[config.mk]
export PLATFORM = sky130hd
export DESIGN_NAME = fp4_block_scaled_dot_product
export DESIGN_NICKNAME = d
export VERILOG_FILES = /design/src/design/fbsd_pkg.sv /design/src/design/fp4_block_scaled_dot_product.sv /design/src/design/fbsd_front.sv /design/src/design/fbsd_queue.sv /design/src/design/fbsd_back.sv
export SDC_FILE = /design/constraint.sdc
export NUM_CORES = 2
export LEC_CHECK = 0
export BUFFER_PORTS_ARGS = -buffer_cell sky130_fd_sc_hd__buf_4
export CAP_MARGIN = 10
export CORE_ASPECT_RATIO = 1.75
export CORE_MARGIN = 2
export CORE_UTILIZATION = 65
export DETAILED_ROUTE_END_ITERATION = 10
export MAX_ROUTING_LAYER = met4
export PLACE_DENSITY_LB_ADDON = 0.3
export SYNTH_ARGS = -nofsm -noshare
export SYNTH_HDL_FRONTEND = slang
export SYNTH_SLANG_ARGS = --single-unit
[constraint.sdc]
create_clock -name clk_i -period 22 [get_ports clk_i]
set_input_delay 4.4 -clock clk_i [delete_from_list [all_inputs] [get_ports clk_i]]
set_output_delay 4.4 -clock clk_i [all_outputs]
set_load 0.005 [all_outputs]
[src/design/fbsd_pkg.sv]
// Shared constants, types and floating-point helpers of the FP4 block-scaled dot product.
package fbsd_pkg;

  localparam int BlockSize  = 32;
  localparam int DotLimit   = (BlockSize / 2) * 3072;
  localparam int DotMagW    = $clog2(DotLimit + 1);
  localparam int DotW       = DotMagW + 1;
  localparam int ContribW   = 14;
  localparam int SumW       = ((DotW > ContribW) ? DotW : ContribW) + 1;
  localparam int ExpW       = 11;
  localparam int WordW      = 66;
  localparam int FracW      = 64;
  localparam int ProdW      = DotMagW + 24;
  localparam int QueueDepth = 2;
  localparam int PtrW       = (QueueDepth > 1) ? $clog2(QueueDepth) : 1;
  localparam int CountW     = $clog2(QueueDepth + 1);

  localparam logic [31:0] CanonNan = 32'h7FC0_0000;

  // One closed block, handed from the front to the back.
  typedef struct packed {
    logic signed [DotW-1:0] dot;
    logic [15:0]            weight_scale;
    logic [31:0]            act_scale;
    logic [31:0]            bias_value;
    logic                   end_of_row;
  } blk_job_t;

  // Unnormalised value: word * 2^(xp - 65), i.e. xp is the weight of the top word bit.
  typedef struct packed {
    logic                   nan;
    logic                   inf;
    logic                   zero;
    logic                   sign;
    logic signed [ExpW-1:0] xp;
    logic [WordW-1:0]       word;
  } pre_t;

  // Normalised value: top bit of frac set, weight of that bit is 2^xp.
  typedef struct packed {
    logic                   nan;
    logic                   inf;
    logic                   zero;
    logic                   sign;
    logic signed [ExpW-1:0] xp;
    logic [FracW-1:0]       frac;
  } unp_t;

  // Twice the E2M1 value of a code.
  function automatic logic signed [4:0] fp4_twice(logic [3:0] c);
    logic signed [4:0] v;
    case (c)
      4'd0:    v = 5'sd0;
      4'd1:    v = 5'sd1;
      4'd2:    v = 5'sd2;
      4'd3:    v = 5'sd3;
      4'd4:    v = 5'sd4;
      4'd5:    v = 5'sd6;
      4'd6:    v = 5'sd8;
      4'd7:    v = 5'sd12;
      4'd8:    v = 5'sd0;
      4'd9:    v = -5'sd1;
      4'd10:   v = -5'sd2;
      4'd11:   v = -5'sd3;
      4'd12:   v = -5'sd4;
      4'd13:   v = -5'sd6;
      4'd14:   v = -5'sd8;
      4'd15:   v = -5'sd12;
      default: v = 5'sd0;
    endcase
    return v;
  endfunction

  function automatic logic [6:0] lead_zeros(logic [WordW-1:0] w);
    logic [6:0] n;
    n = 7'(WordW);
    for (int i = 0; i < WordW; i++) begin
      if (w[i]) n = 7'(WordW - 1 - i);
    end
    return n;
  endfunction

  function automatic pre_t f32_pre(logic [31:0] b);
    pre_t p;
    logic [7:0] e;
    logic signed [ExpW-1:0] ee;
    e      = b[30:23];
    ee     = ExpW'((e == 8'd0) ? 8'd1 : e);
    p.nan  = (e == 8'hFF) && (b[22:0] != 23'd0);
    p.inf  = (e == 8'hFF) && (b[22:0] == 23'd0);
    p.zero = (b[30:0] == 31'd0);
    p.sign = b[31];
    p.xp   = ee - ExpW'(127);
    p.word = {(e != 8'd0), b[22:0], {(WordW-24){1'b0}}};
    return p;
  endfunction

  // fp32(half) * 0.5 * fp32, exact.
  function automatic pre_t scale_pre(logic [15:0] h, logic [31:0] a);
    pre_t p;
    logic [4:0] eh;
    logic [7:0] ea;
    logic hn, hi, hz, an, ai, az;
    logic [34:0] prod;
    logic signed [ExpW-1:0] ehe, eae;
    eh     = h[14:10];
    ea     = a[30:23];
    hn     = (eh == 5'h1F) && (h[9:0] != 10'd0);
    hi     = (eh == 5'h1F) && (h[9:0] == 10'd0);
    hz     = (h[14:0] == 15'd0);
    an     = (ea == 8'hFF) && (a[22:0] != 23'd0);
    ai     = (ea == 8'hFF) && (a[22:0] == 23'd0);
    az     = (a[30:0] == 31'd0);
    p.nan  = hn | an | (hi & az) | (ai & hz);
    p.inf  = !p.nan & (hi | ai);
    p.zero = !p.nan & !p.inf & (hz | az);
    p.sign = h[15] ^ a[31];
    prod   = 35'({(eh != 5'd0), h[9:0]}) * 35'({(ea != 8'd0), a[22:0]});
    p.word = {prod, {(WordW-35){1'b0}}};
    ehe    = ExpW'((eh == 5'd0) ? 5'd1 : eh);
    eae    = ExpW'((ea == 8'd0) ? 8'd1 : ea);
    p.xp   = ehe + eae - ExpW'(142);
    return p;
  endfunction

  // Integer block dot times an fp32 scale, exact.
  function automatic pre_t dot_pre(logic signed [DotW-1:0] dot, logic [31:0] s);
    pre_t p;
    logic neg, dz, sn, si, sz;
    logic [7:0] se;
    logic [DotMagW-1:0] mag;
    logic [ProdW-1:0] prod;
    logic signed [ExpW-1:0] see;
    neg    = dot[DotW-1];
    mag    = DotMagW'(neg ? -dot : dot);
    dz     = (dot == '0);
    se     = s[30:23];
    sn     = (se == 8'hFF) && (s[22:0] != 23'd0);
    si     = (se == 8'hFF) && (s[22:0] == 23'd0);
    sz     = (s[30:0] == 31'd0);
    p.nan  = sn | (si & dz);
    p.inf  = !p.nan & si;
    p.zero = !p.nan & !p.inf & (dz | sz);
    p.sign = neg ^ s[31];
    prod   = ProdW'(mag) * ProdW'({(se != 8'd0), s[22:0]});
    p.word = {prod, {(WordW-ProdW){1'b0}}};
    see    = ExpW'((se == 8'd0) ? 8'd1 : se);
    p.xp   = see - ExpW'(150) + ExpW'(ProdW - 1);
    return p;
  endfunction

  function automatic unp_t norm(pre_t p);
    unp_t u;
    logic [6:0] lz;
    logic [WordW-1:0] sh;
    lz     = lead_zeros(p.word);
    sh     = p.word << lz;
    u.nan  = p.nan;
    u.inf  = p.inf & !p.nan;
    u.zero = !p.nan & !p.inf & (p.zero | (p.word == '0));
    u.sign = p.sign;
    u.xp   = p.xp - ExpW'(lz);
    u.frac = u.zero ? '0 : {sh[WordW-1:3], |sh[2:0]};
    return u;
  endfunction

  // Exact sum of two values; the low jam bit keeps rounding correct.
  function automatic pre_t add_pre(unp_t a, unp_t b);
    pre_t p;
    unp_t big, sml;
    logic a_big;
    logic signed [ExpW:0] d;
    logic [WordW-2:0] sf, sh;
    logic st;
    logic [WordW-1:0] bw, sw;
    p.nan = a.nan | b.nan | (a.inf & b.inf & (a.sign != b.sign));
    p.inf = !p.nan & (a.inf | b.inf);
    a_big = b.zero | (!a.zero & ((a.xp > b.xp) | ((a.xp == b.xp) & (a.frac >= b.frac))));
    big   = a_big ? a : b;
    sml   = a_big ? b : a;
    d     = (ExpW+1)'(big.xp) - (ExpW+1)'(sml.xp);
    sf    = {sml.frac, 1'b0};
    if (d >= (WordW - 1)) begin
      sh = '0;
      st = |sml.frac;
    end else begin
      sh = sf >> d[6:0];
      st = |(sf & (({{(WordW-2){1'b0}}, 1'b1} << d[6:0]) - 1'b1));
    end
    bw     = {1'b0, big.frac, 1'b0};
    sw     = {1'b0, sh[WordW-2:1], sh[0] | st};
    p.word = (a.sign != b.sign) ? (bw - sw) : (bw + sw);
    p.zero = !p.nan & !p.inf & a.zero & b.zero;
    if (p.inf) begin
      p.sign = a.inf ? a.sign : b.sign;
    end else if (a.zero & b.zero) begin
      p.sign = a.sign & b.sign;
    end else if (p.word == '0) begin
      p.sign = 1'b0;
    end else begin
      p.sign = big.sign;
    end
    p.xp = big.xp + ExpW'(1);
    return p;
  endfunction

  // Round to nearest-even fp32, subnormals and overflow included.
  function automatic logic [31:0] round_f32(unp_t v);
    logic signed [ExpW-1:0] be;
    logic [6:0] sh;
    logic [FracW-1:0] g, lmask;
    logic lost, guard, st, up;
    logic [23:0] f24;
    logic [24:0] m25;
    logic [31:0] r;
    be = v.xp + ExpW'(127);
    if (be >= 1) begin
      sh = 7'd0;
    end else if (be <= -62) begin
      sh = 7'd63;
    end else begin
      sh = 7'(1 - be);
    end
    lmask = ({{(FracW-1){1'b0}}, 1'b1} << sh) - 1'b1;
    lost  = |(v.frac & lmask);
    g     = v.frac >> sh;
    f24   = g[63:40];
    guard = g[39];
    st    = (|g[38:0]) | lost;
    up    = guard & (st | f24[0]);
    m25   = {1'b0, f24} + 25'(up);
    if (v.nan) begin
      r = CanonNan;
    end else if (v.inf) begin
      r = {v.sign, 8'hFF, 23'd0};
    end else if (v.zero) begin
      r = {v.sign, 31'd0};
    end else if (be >= 1) begin
      if (m25[24]) begin
        if (be + 1 >= 255) r = {v.sign, 8'hFF, 23'd0};
        else               r = {v.sign, 8'(be + 1), 23'd0};
      end else begin
        if (be >= 255) r = {v.sign, 8'hFF, 23'd0};
        else           r = {v.sign, be[7:0], m25[22:0]};
      end
    end else begin
      r = {v.sign, 7'd0, m25[23], m25[22:0]};
    end
    return r;
  endfunction

endpackage

[src/design/fp4_block_scaled_dot_product.sv]
// Top level: FP4 x int8 block-scaled dot product with fp32 row accumulation.
// Throughput: one item per cycle while the back keeps pace with the closed blocks;
// short blocks fill the two-entry block queue and hold s_axis_tready low.
// At each block end the back scales, forms the exact product and accumulates with one rounding;
// at a row end it then adds the bias and offers row_sum once the output holds no unread result.
// Reset (asynchronous, active low) clears the block dot, the row sum to +0 and the queue.
module fp4_block_scaled_dot_product (
  input  logic         clk_i,
  input  logic         rst_ni,
  input  logic         s_axis_tvalid,
  output logic         s_axis_tready,
  // code_byte[7:0], act_low[15:8], act_high[23:16], weight_scale[39:24],
  // act_scale[71:40], bias_value[103:72]
  input  logic [103:0] s_axis_tdata,
  input  logic         s_axis_tuser,  // end_of_block
  input  logic         s_axis_tlast,  // end_of_row
  output logic         m_axis_tvalid,
  input  logic         m_axis_tready,
  output logic [31:0]  m_axis_tdata   // row_sum[31:0]
);
  import fbsd_pkg::*;

  logic     q_full, q_empty, q_push, q_pop;
  blk_job_t push_job, head_job;

  // front: accumulate the exact integer dot, push each closed block
  fbsd_front u_front (
    .clk_i          (clk_i),
    .rst_ni         (rst_ni),
    .in_valid_i     (s_axis_tvalid),
    .in_ready_o     (s_axis_tready),
    .code_byte_i    (s_axis_tdata[7:0]),
    .act_low_i      ($signed(s_axis_tdata[15:8])),
    .act_high_i     ($signed(s_axis_tdata[23:16])),
    .weight_scale_i (s_axis_tdata[39:24]),
    .act_scale_i    (s_axis_tdata[71:40]),
    .bias_value_i   (s_axis_tdata[103:72]),
    .end_of_block_i (s_axis_tuser),
    .end_of_row_i   (s_axis_tlast),
    .q_full_i       (q_full),
    .push_o         (q_push),
    .job_o          (push_job)
  );

  // hold closed blocks until the back is free
  fbsd_queue u_queue (
    .clk_i       (clk_i),
    .rst_ni      (rst_ni),
    .push_i      (q_push),
    .push_data_i (push_job),
    .full_o      (q_full),
    .pop_i       (q_pop),
    .empty_o     (q_empty),
    .head_o      (head_job)
  );

  // back: scale, accumulate, add bias, drive the result transaction
  fbsd_back u_back (
    .clk_i       (clk_i),
    .rst_ni      (rst_ni),
    .q_empty_i   (q_empty),
    .q_head_i    (head_job),
    .q_pop_o     (q_pop),
    .out_valid_o (m_axis_tvalid),
    .out_ready_i (m_axis_tready),
    .out_data_o  (m_axis_tdata)
  );

endmodule

[src/design/fbsd_front.sv]
// Front part: integer block dot per item, hands closed blocks to the queue.
module fbsd_front (
  input  logic                clk_i,
  input  logic                rst_ni,
  input  logic                in_valid_i,
  output logic                in_ready_o,
  input  logic [7:0]          code_byte_i,
  input  logic signed [7:0]   act_low_i,
  input  logic signed [7:0]   act_high_i,
  input  logic [15:0]         weight_scale_i,
  input  logic [31:0]         act_scale_i,
  input  logic [31:0]         bias_value_i,
  input  logic                end_of_block_i,
  input  logic                end_of_row_i,
  input  logic                q_full_i,
  output logic                push_o,
  output fbsd_pkg::blk_job_t  job_o
);
  import fbsd_pkg::*;

  logic signed [DotW-1:0]     block_dot_q, block_dot_d;
  logic signed [4:0]          w_lo, w_hi;
  logic signed [12:0]         p_lo, p_hi;
  logic signed [ContribW-1:0] contrib;
  logic signed [SumW-1:0]     sum;
  logic signed [DotW-1:0]     dot_sat;
  logic                       accept, closes;

  assign in_ready_o = !q_full_i;
  assign accept     = in_valid_i & in_ready_o;
  assign closes     = end_of_block_i | end_of_row_i;

  always_comb begin
    w_lo    = fp4_twice(code_byte_i[3:0]);
    w_hi    = fp4_twice(code_byte_i[7:4]);
    p_lo    = 13'(w_lo) * 13'(act_low_i);
    p_hi    = 13'(w_hi) * 13'(act_high_i);
    contrib = ContribW'(p_lo) + ContribW'(p_hi);
    sum     = SumW'(block_dot_q) + SumW'(contrib);
    // saturate an overlong block
    if (sum > SumW'(DotLimit)) begin
      dot_sat = DotW'(DotLimit);
    end else if (sum < SumW'(-DotLimit)) begin
      dot_sat = DotW'(-DotLimit);
    end else begin
      dot_sat = DotW'(sum);
    end
    block_dot_d = block_dot_q;
    if (accept) block_dot_d = closes ? '0 : dot_sat;
  end

  assign push_o             = accept & closes;
  assign job_o.dot          = dot_sat;
  assign job_o.weight_scale = weight_scale_i;
  assign job_o.act_scale    = act_scale_i;
  assign job_o.bias_value   = bias_value_i;
  assign job_o.end_of_row   = end_of_row_i;

  always_ff @(posedge clk_i or negedge rst_ni) begin
    if (!rst_ni) begin
      block_dot_q <= '0;
    end else begin
      block_dot_q <= block_dot_d;
    end
  end

endmodule

[src/design/fbsd_queue.sv]
// Short queue of closed blocks between the front and the back.
module fbsd_queue (
  input  logic               clk_i,
  input  logic               rst_ni,
  input  logic               push_i,
  input  fbsd_pkg::blk_job_t push_data_i,
  output logic               full_o,
  input  logic               pop_i,
  output logic               empty_o,
  output fbsd_pkg::blk_job_t head_o
);
  import fbsd_pkg::*;

  blk_job_t          entry_q [QueueDepth];
  logic [PtrW-1:0]   wr_ptr_q, wr_ptr_d, rd_ptr_q, rd_ptr_d;
  logic [CountW-1:0] count_q, count_d;

  assign full_o  = (count_q == CountW'(QueueDepth));
  assign empty_o = (count_q == '0);
  assign head_o  = entry_q[rd_ptr_q];

  always_comb begin
    wr_ptr_d = wr_ptr_q;
    rd_ptr_d = rd_ptr_q;
    count_d  = count_q;
    if (push_i) begin
      wr_ptr_d = (wr_ptr_q == PtrW'(QueueDepth - 1)) ? '0 : wr_ptr_q + 1'b1;
    end
    if (pop_i) begin
      rd_ptr_d = (rd_ptr_q == PtrW'(QueueDepth - 1)) ? '0 : rd_ptr_q + 1'b1;
    end
    if (push_i && !pop_i) count_d = count_q + 1'b1;
    if (pop_i && !push_i) count_d = count_q - 1'b1;
  end

  always_ff @(posedge clk_i or negedge rst_ni) begin
    if (!rst_ni) begin
      wr_ptr_q <= '0;
      rd_ptr_q <= '0;
      count_q  <= '0;
    end else begin
      wr_ptr_q <= wr_ptr_d;
      rd_ptr_q <= rd_ptr_d;
      count_q  <= count_d;
    end
  end

  always_ff @(posedge clk_i) begin
    if (push_i) entry_q[wr_ptr_q] <= push_data_i;
  end

endmodule

[src/design/fbsd_back.sv]
// Back part: block scaling, fused accumulate and bias add on a shared fp32 datapath.
module fbsd_back (
  input  logic               clk_i,
  input  logic               rst_ni,
  input  logic               q_empty_i,
  input  fbsd_pkg::blk_job_t q_head_i,
  output logic               q_pop_o,
  output logic               out_valid_o,
  input  logic               out_ready_i,
  output logic [31:0]        out_data_o
);
  import fbsd_pkg::*;

  typedef enum logic [10:0] {
    ST_IDLE  = 11'b000_0000_0001,
    ST_MUL_S = 11'b000_0000_0010,
    ST_NRM_S = 11'b000_0000_0100,
    ST_RND_S = 11'b000_0000_1000,
    ST_MUL_P = 11'b000_0001_0000,
    ST_NRM_B = 11'b000_0010_0000,
    ST_NRM_A = 11'b000_0100_0000,
    ST_ADD   = 11'b000_1000_0000,
    ST_NRM_R = 11'b001_0000_0000,
    ST_RND_R = 11'b010_0000_0000,
    ST_LOAD_B = 11'b100_0000_0000
  } back_state_e;

  back_state_e state_q, state_d;
  logic        bias_phase_q, bias_phase_d;
  logic        out_valid_q, out_valid_d;
  logic [31:0] acc_q, acc_d;
  logic [31:0] out_data_q;
  blk_job_t    job_q;
  pre_t        pre_q;
  unp_t        opa_q, opb_q, val_q;
  logic [31:0] scale_q;
  logic [31:0] rnd;
  logic        emit;

  assign q_pop_o     = (state_q == ST_IDLE) && !q_empty_i;
  assign rnd         = round_f32(val_q);
  assign emit        = (state_q == ST_RND_R) && bias_phase_q && (!out_valid_q || out_ready_i);
  assign out_valid_o = out_valid_q;
  assign out_data_o  = out_data_q;

  always_comb begin
    state_d      = state_q;
    bias_phase_d = bias_phase_q;
    acc_d        = acc_q;
    out_valid_d  = out_valid_q & !out_ready_i;
    case (state_q)
      ST_IDLE:   if (!q_empty_i) state_d = ST_MUL_S;
      ST_MUL_S:  state_d = ST_NRM_S;
      ST_NRM_S:  state_d = ST_RND_S;
      ST_RND_S:  state_d = ST_MUL_P;
      ST_MUL_P:  state_d = ST_NRM_B;
      ST_NRM_B:  state_d = ST_NRM_A;
      ST_NRM_A:  state_d = ST_ADD;
      ST_ADD:    state_d = ST_NRM_R;
      ST_NRM_R:  state_d = ST_RND_R;
      ST_LOAD_B: state_d = ST_NRM_B;
      ST_RND_R: begin
        if (!bias_phase_q) begin
          acc_d = rnd;
          if (job_q.end_of_row) begin
            bias_phase_d = 1'b1;
            state_d      = ST_LOAD_B;
          end else begin
            state_d = ST_IDLE;
          end
        end else if (emit) begin
          // hand over the row result, restart the row from +0
          out_valid_d  = 1'b1;
          acc_d        = '0;
          bias_phase_d = 1'b0;
          state_d      = ST_IDLE;
        end
      end
      default: state_d = ST_IDLE;
    endcase
  end

  always_ff @(posedge clk_i or negedge rst_ni) begin
    if (!rst_ni) begin
      state_q      <= ST_IDLE;
      bias_phase_q <= 1'b0;
      out_valid_q  <= 1'b0;
      acc_q        <= '0;
    end else begin
      state_q      <= state_d;
      bias_phase_q <= bias_phase_d;
      out_valid_q  <= out_valid_d;
      acc_q        <= acc_d;
    end
  end

  always_ff @(posedge clk_i) begin
    if (q_pop_o) job_q <= q_head_i;
    if (emit) out_data_q <= rnd;
    case (state_q)
      ST_MUL_S:  pre_q <= scale_pre(job_q.weight_scale, job_q.act_scale);
      ST_NRM_S:  val_q <= norm(pre_q);
      ST_RND_S:  scale_q <= rnd;
      ST_MUL_P:  pre_q <= dot_pre(job_q.dot, scale_q);
      ST_NRM_B: begin
        opb_q <= norm(pre_q);
        pre_q <= f32_pre(acc_q);
      end
      ST_NRM_A:  opa_q <= norm(pre_q);
      ST_ADD:    pre_q <= add_pre(opa_q, opb_q);
      ST_NRM_R:  val_q <= norm(pre_q);
      ST_LOAD_B: pre_q <= f32_pre(job_q.bias_value);
      default: ;
    endcase
  end

endmodule
==> results of run 1 <==
## kinds of logic after synthesis
kind of cell | count (synthesis)
AOI/OAI and AO/OA | 1761
muxes | 609
xor gates and xnor gates | 248
and+or+nand+nor | 3007
DFF | 742
adders and majority gates | 1101
buffers and inverters | 1393
## Yosys cell counts, drive strengths merged (35+ instances only)
| cell | count |
|---|---|
| xor2 | 82 |
| nor2b | 132 |
| dfrtp | 65 |
| buf | 80 |
| ha | 495 |
| nand2b | 70 |
| o211ai | 54 |
| a21oi | 461 |
| o22ai | 58 |
| clkbuf | 392 |
| and2 | 201 |
| o21ai | 356 |
| mux2i | 439 |
| or3 | 35 |
| or2 | 70 |
| nor4 | 100 |
| xnor2 | 166 |
| fa | 606 |
| nor3 | 172 |
| nand2 | 1199 |
| nand3 | 136 |
| a31oi | 94 |
| o21bai | 75 |
| inv | 919 |
| nand4 | 84 |
| a22oi | 37 |
| a211oi | 93 |
| o31ai | 52 |
| a22o | 64 |
| a21o | 72 |
| nor2 | 658 |
| and3 | 52 |
| a221oi | 37 |
| edfxtp | 676 |
| mux2 | 138 |
## layer usage
metal | GRT overflow | global-route usage
met5 | - | -
met3 | 0 | 0.278
met4 | 5 | 0.667
met2 | 7 | 0.889
met1 | 0 | 0.574
## stage by stage
step | hold slack (ns) | std cells | util
after floorplan | 0.440 | 8861 | -
after CTS | 0.523 | 10500 | 0.698
after global placement | 0.475 | 10400 | 0.680
after detailed placement | 0.480 | 10400 | 0.680
==> results.txt, run 1 <==
Ports - 144
Mapped Avg Cell Area - 9.04 um^2
Combinational family with the most area after synthesis - adder cells
Hold-fix buffers at CTS - 0
Global route overflow - 12
Stop err - [ERROR GRT-0116] Global routing finished with congestion. Check the congestion regions in the DRC Viewer.
Synth Area in Simple Gates - 0.175
Chip height - 468 um
Yosys reg bits - 742
Last stage - global routing (5_1_grt)
Largest net degree at the start of global routing - 155
Die width - 269 um
CTS Buf Count - 69
Synth top area cells - edfxtp_1 (25%), fa_1 (15%), ha_1 (7.7%), nand2_1 (5.6%), mux2i_1 (5.4%)
Area fraction of the dominant cell type after synthesis - 0.253
Status - stopped before the end
Yosys cell types - 113
Xor-xnor portion of the synthesized cell area - 0.0271
Area after DPL - 0.0833 mm^2
Detailed placement HPWL - 273000 um
Mux cell area share after synthesis - 0.0836
Synthesis Warnings - 0
Register area share after synthesis - 0.274
Clk buf depth - 3
Area leader, netlist - edfxtp_1
First-pass GRT wire length - 550000 um
Vias in the first global route - 82800
Adder-Cell Fraction of Synth Area - 0.229
Async set or reset register ratio after synthesis - 0.0889
Prevailing post-synth register cell - edfxtp_1
Site row count - 170
Port Buffers - 143
H-tree depth - 3
Post-CTS Resized - 0
RD Place Congestion - 1.21
Gate Count Post-Synth - 8861
Postcts setup bufs - 0
CTS root buf - clkbuf_16
Compound-cell area share of the yosys netlist - 0.145
Cell area after synthesis - 0.0801 mm^2
Setup slack at placement - 6.44 ns
Number of synthesized flops with an enable pin - 676
Starting density of the core - 0.654
Clock sinks - 742
Net Count, Synth - 10100
GRT Util Overall - 0.613
==> inputs of run 2 (changes only) <==
Settings changed: CORE_ASPECT_RATIO 1.75 to not set, CORE_UTILIZATION 65 to 40, MAX_ROUTING_LAYER met4 to not set, PLACE_DENSITY_LB_ADDON 0.3 to 0.15.
==> run 2 against run 1 <==
Against the previous run: the run now ends clean; synthesized area stayed put; synthesized cell count stayed put.
==> results.txt, run 2 <==
Status - complete, no violations (was stopped before the end)
WP buf/inv - 2
Vias - 69200
Worst path slowest cell - a21oi_4
Clk buf depth - 3 (unchanged)
Net Count, Synth - 10100 (unchanged)
Number of synthesized flops with an enable pin - 676 (unchanged)
Area after DPL - 0.0845 mm^2 (was 0.0833 mm^2)
Avg Vias per Cell - 6.00
CTS root buf - clkbuf_16 (unchanged)
Core area - 0.199 mm^2
Site row count - 164 (was 170)
Yosys reg bits - 742 (unchanged)
Register area share after synthesis - 0.274 (unchanged)
Headroom to the max-slew limit - 0.0313
NumNets Final - 10000
Post-DR wirelength/cell - 29.0 um
First-pass GRT wire length - 485000 um
Most numerous cell in the Yosys netlist - nand2_1 (unchanged)
RSZ-0062 raised after global routing - false
Global route overflow - 0
Prevailing post-synth register cell - edfxtp_1 (unchanged)
Clock sinks - 742 (unchanged)
Commonest non-fill, non-tap cell in the layout - nand2_1
Share of layout cells above drive strength 1 - 0.0915
Largest net degree at the start of global routing - 79
Die width - 452 um (was 269 um)
CP arrival - 16.97 ns
Pre-antenna DRT Iters - 9
RD Place Congestion - 1.01 (was 1.21)
Hold-fix buffers at CTS - 0 (unchanged)
Gate Count Post-Synth - 8861 (unchanged)
Die area - 0.204 mm^2
List of most frequent post-synthesis cells - nand2_1 (1198), inv_1 (914), edfxtp_1 (676) (unchanged)
WS Path Type - flop to flop
CTS tree - yes
Async set or reset register ratio after synthesis - 0.0889 (unchanged)
Fin. max-slew vios - 0
Startpoint Class - flop
Top Registers - u_queue.entry_q (196), u_back.job_q (98), u_back.pre_q (81)
Tcrit/Tclk final - 0.752
Worst hold path type - flop to flop
Detailed placement HPWL - 268000 um (was 273000 um)
GRT Util Overall - 0.323
DR iter-0 viols - 7146
Final hold vios - 0
Finished Layout Cells - 11500
Mapped Avg Cell Area - 9.04 um^2 (unchanged)
Setup Viol. Count Final - 0
Chip height - 452 um (was 468 um)
CTS Buf Count - 85 (was 69)
Critical Path RT - 22.43 ns
Area leader, netlist - edfxtp_1 (unchanged)
Post-route setup TNS - 0 ns
Largest stage delay, worst path - 0.82 ns
Max reg flops - 196
CP Capture Type - flop
Met3 WL - 23500 um
Met2 wire len - 153000 um
Fillers - 19700
Largest reg by FF count - u_queue.entry_q
Yosys cell types - 113 (unchanged)
Max Cap Viol - 0
Starting density of the core - 0.402 (was 0.654)
Tmin final - 16.54 ns
Commonest non-fill, non-tap cells in the layout - nand2_1 (1193), inv_1 (913), edfxtp_1 (676)
Postcts setup bufs - 0 (unchanged)
Drc violations - 0
Wl on met1 - 134000 um
Placed Cells - 11400 (was 10400)
Port Buffers - 143 (unchanged)
ANT nets after route - 0
Critical-path maximum fanout - 34
CP dominant cell by count - a21oi_1
Initial antenna violation count - 12
Skew-Pair Late Insertion Delay - 0.73 ns
Synthesis Warnings - 0 (unchanged)
Top sig layer - met5
H-tree depth - 3 (unchanged)
CP top delay family - compound AO/OA/AOI/OAI gates
Fin area - 0.0874 mm^2
Area fraction of the dominant cell type after synthesis - 0.253 (unchanged)
Vias in the first global route - 68400
Post-CTS Resized - 0 (unchanged)
P&R area growth vs syn - 9.05%
Worst-Margin Slew - 1.45 ns
Cell area after synthesis - 0.0801 mm^2 (unchanged)
Synth top area cells - edfxtp_1 (25%), fa_1 (15%), ha_1 (7.7%), nand2_1 (5.6%), mux2i_1 (5.4%) (unchanged)
Ports - 144 (unchanged)
Detailed Route WL - 335000 um
Fin Clk Skew - 0.0356 ns
Peak Freq - 0.0605 GHz
Clock-pin slew on the worst setup and hold paths - 0.06 ns
[run 2: cell counts after synthesis]
No cell type changed its count.
[run 2: worst paths after layout]
| check | cells past startpoint | to | startpoint | slack, ns |
|---|---|---|---|---|
| worst min register to register | 1 | u_back.state_q[4] | u_back.state_q[1] | 0.49 |
| min in group asynchronous | 1 | u_queue.rd_ptr_q | rst_ni | 3.82 |
| max in group asynchronous | 1 | u_queue.rd_ptr_q | rst_ni | 17.53 |
| worst max-delay path | 46 | u_back.pre_q[77] | u_back.opa_q[67] | 5.46 |
| worst min-delay path | 1 | u_back.state_q[4] | u_back.state_q[1] | 0.49 |
| worst max register to register | 46 | u_back.pre_q[77] | u_back.opa_q[67] | 5.46 |
[run 2: area by class of cell]
cell class,instances,area (um^2),share of cell area
multi-input cells,6726,53300,0.610
well taps,2656,3320,0.0380
repair buffers,334,2500,0.0287
clock inverters,55,618,0.00707
clock buffers,100,2180,0.0250
flip-flops and latches,742,22000,0.251
diodes,7,17.5,0.000200
inverters,921,3460,0.0396
[run 2: logic make-up (layout without fill, tap and decap cells)]
family                   Yosys count  in the layout  share of synthesized area
AND/OR/NAND/NOR                 3007           3007                      0.175
AO/OA/AOI/OAI                   1761           1761                      0.145
buffers and inverters           1393           1410                     0.0660
adder cells (fa/ha/maj)         1101           1101                      0.229
flip-flops                       742            742                      0.274
multiplexers                     609            609                     0.0836
XOR/XNOR                         248            248                     0.0271
other                              0              7                          0
[run 2: routing by layer]
layer / track usage / vias up
met4: 0.193 / 12
met1: 0.412 / 34700
met3: 0.0506 / 706
met2: 0.517 / 2907
met5: 0 / -
li1: - / 30800
[run 2: metrics by stage]
step                      utilization  setup slack [ns]  hold WS, ns
after floorplan                     -              7.63        0.440
after global routing            0.438              4.78        0.506
after detailed placement        0.424              5.99        0.485
final                           0.438              5.46        0.491
after CTS                       0.438              5.97        0.494
after global placement          0.424              6.10        0.479
Power of run 2 is not shown: default switching activity piles up to over one toggle a cycle in this logic, so the estimate is an artifact.
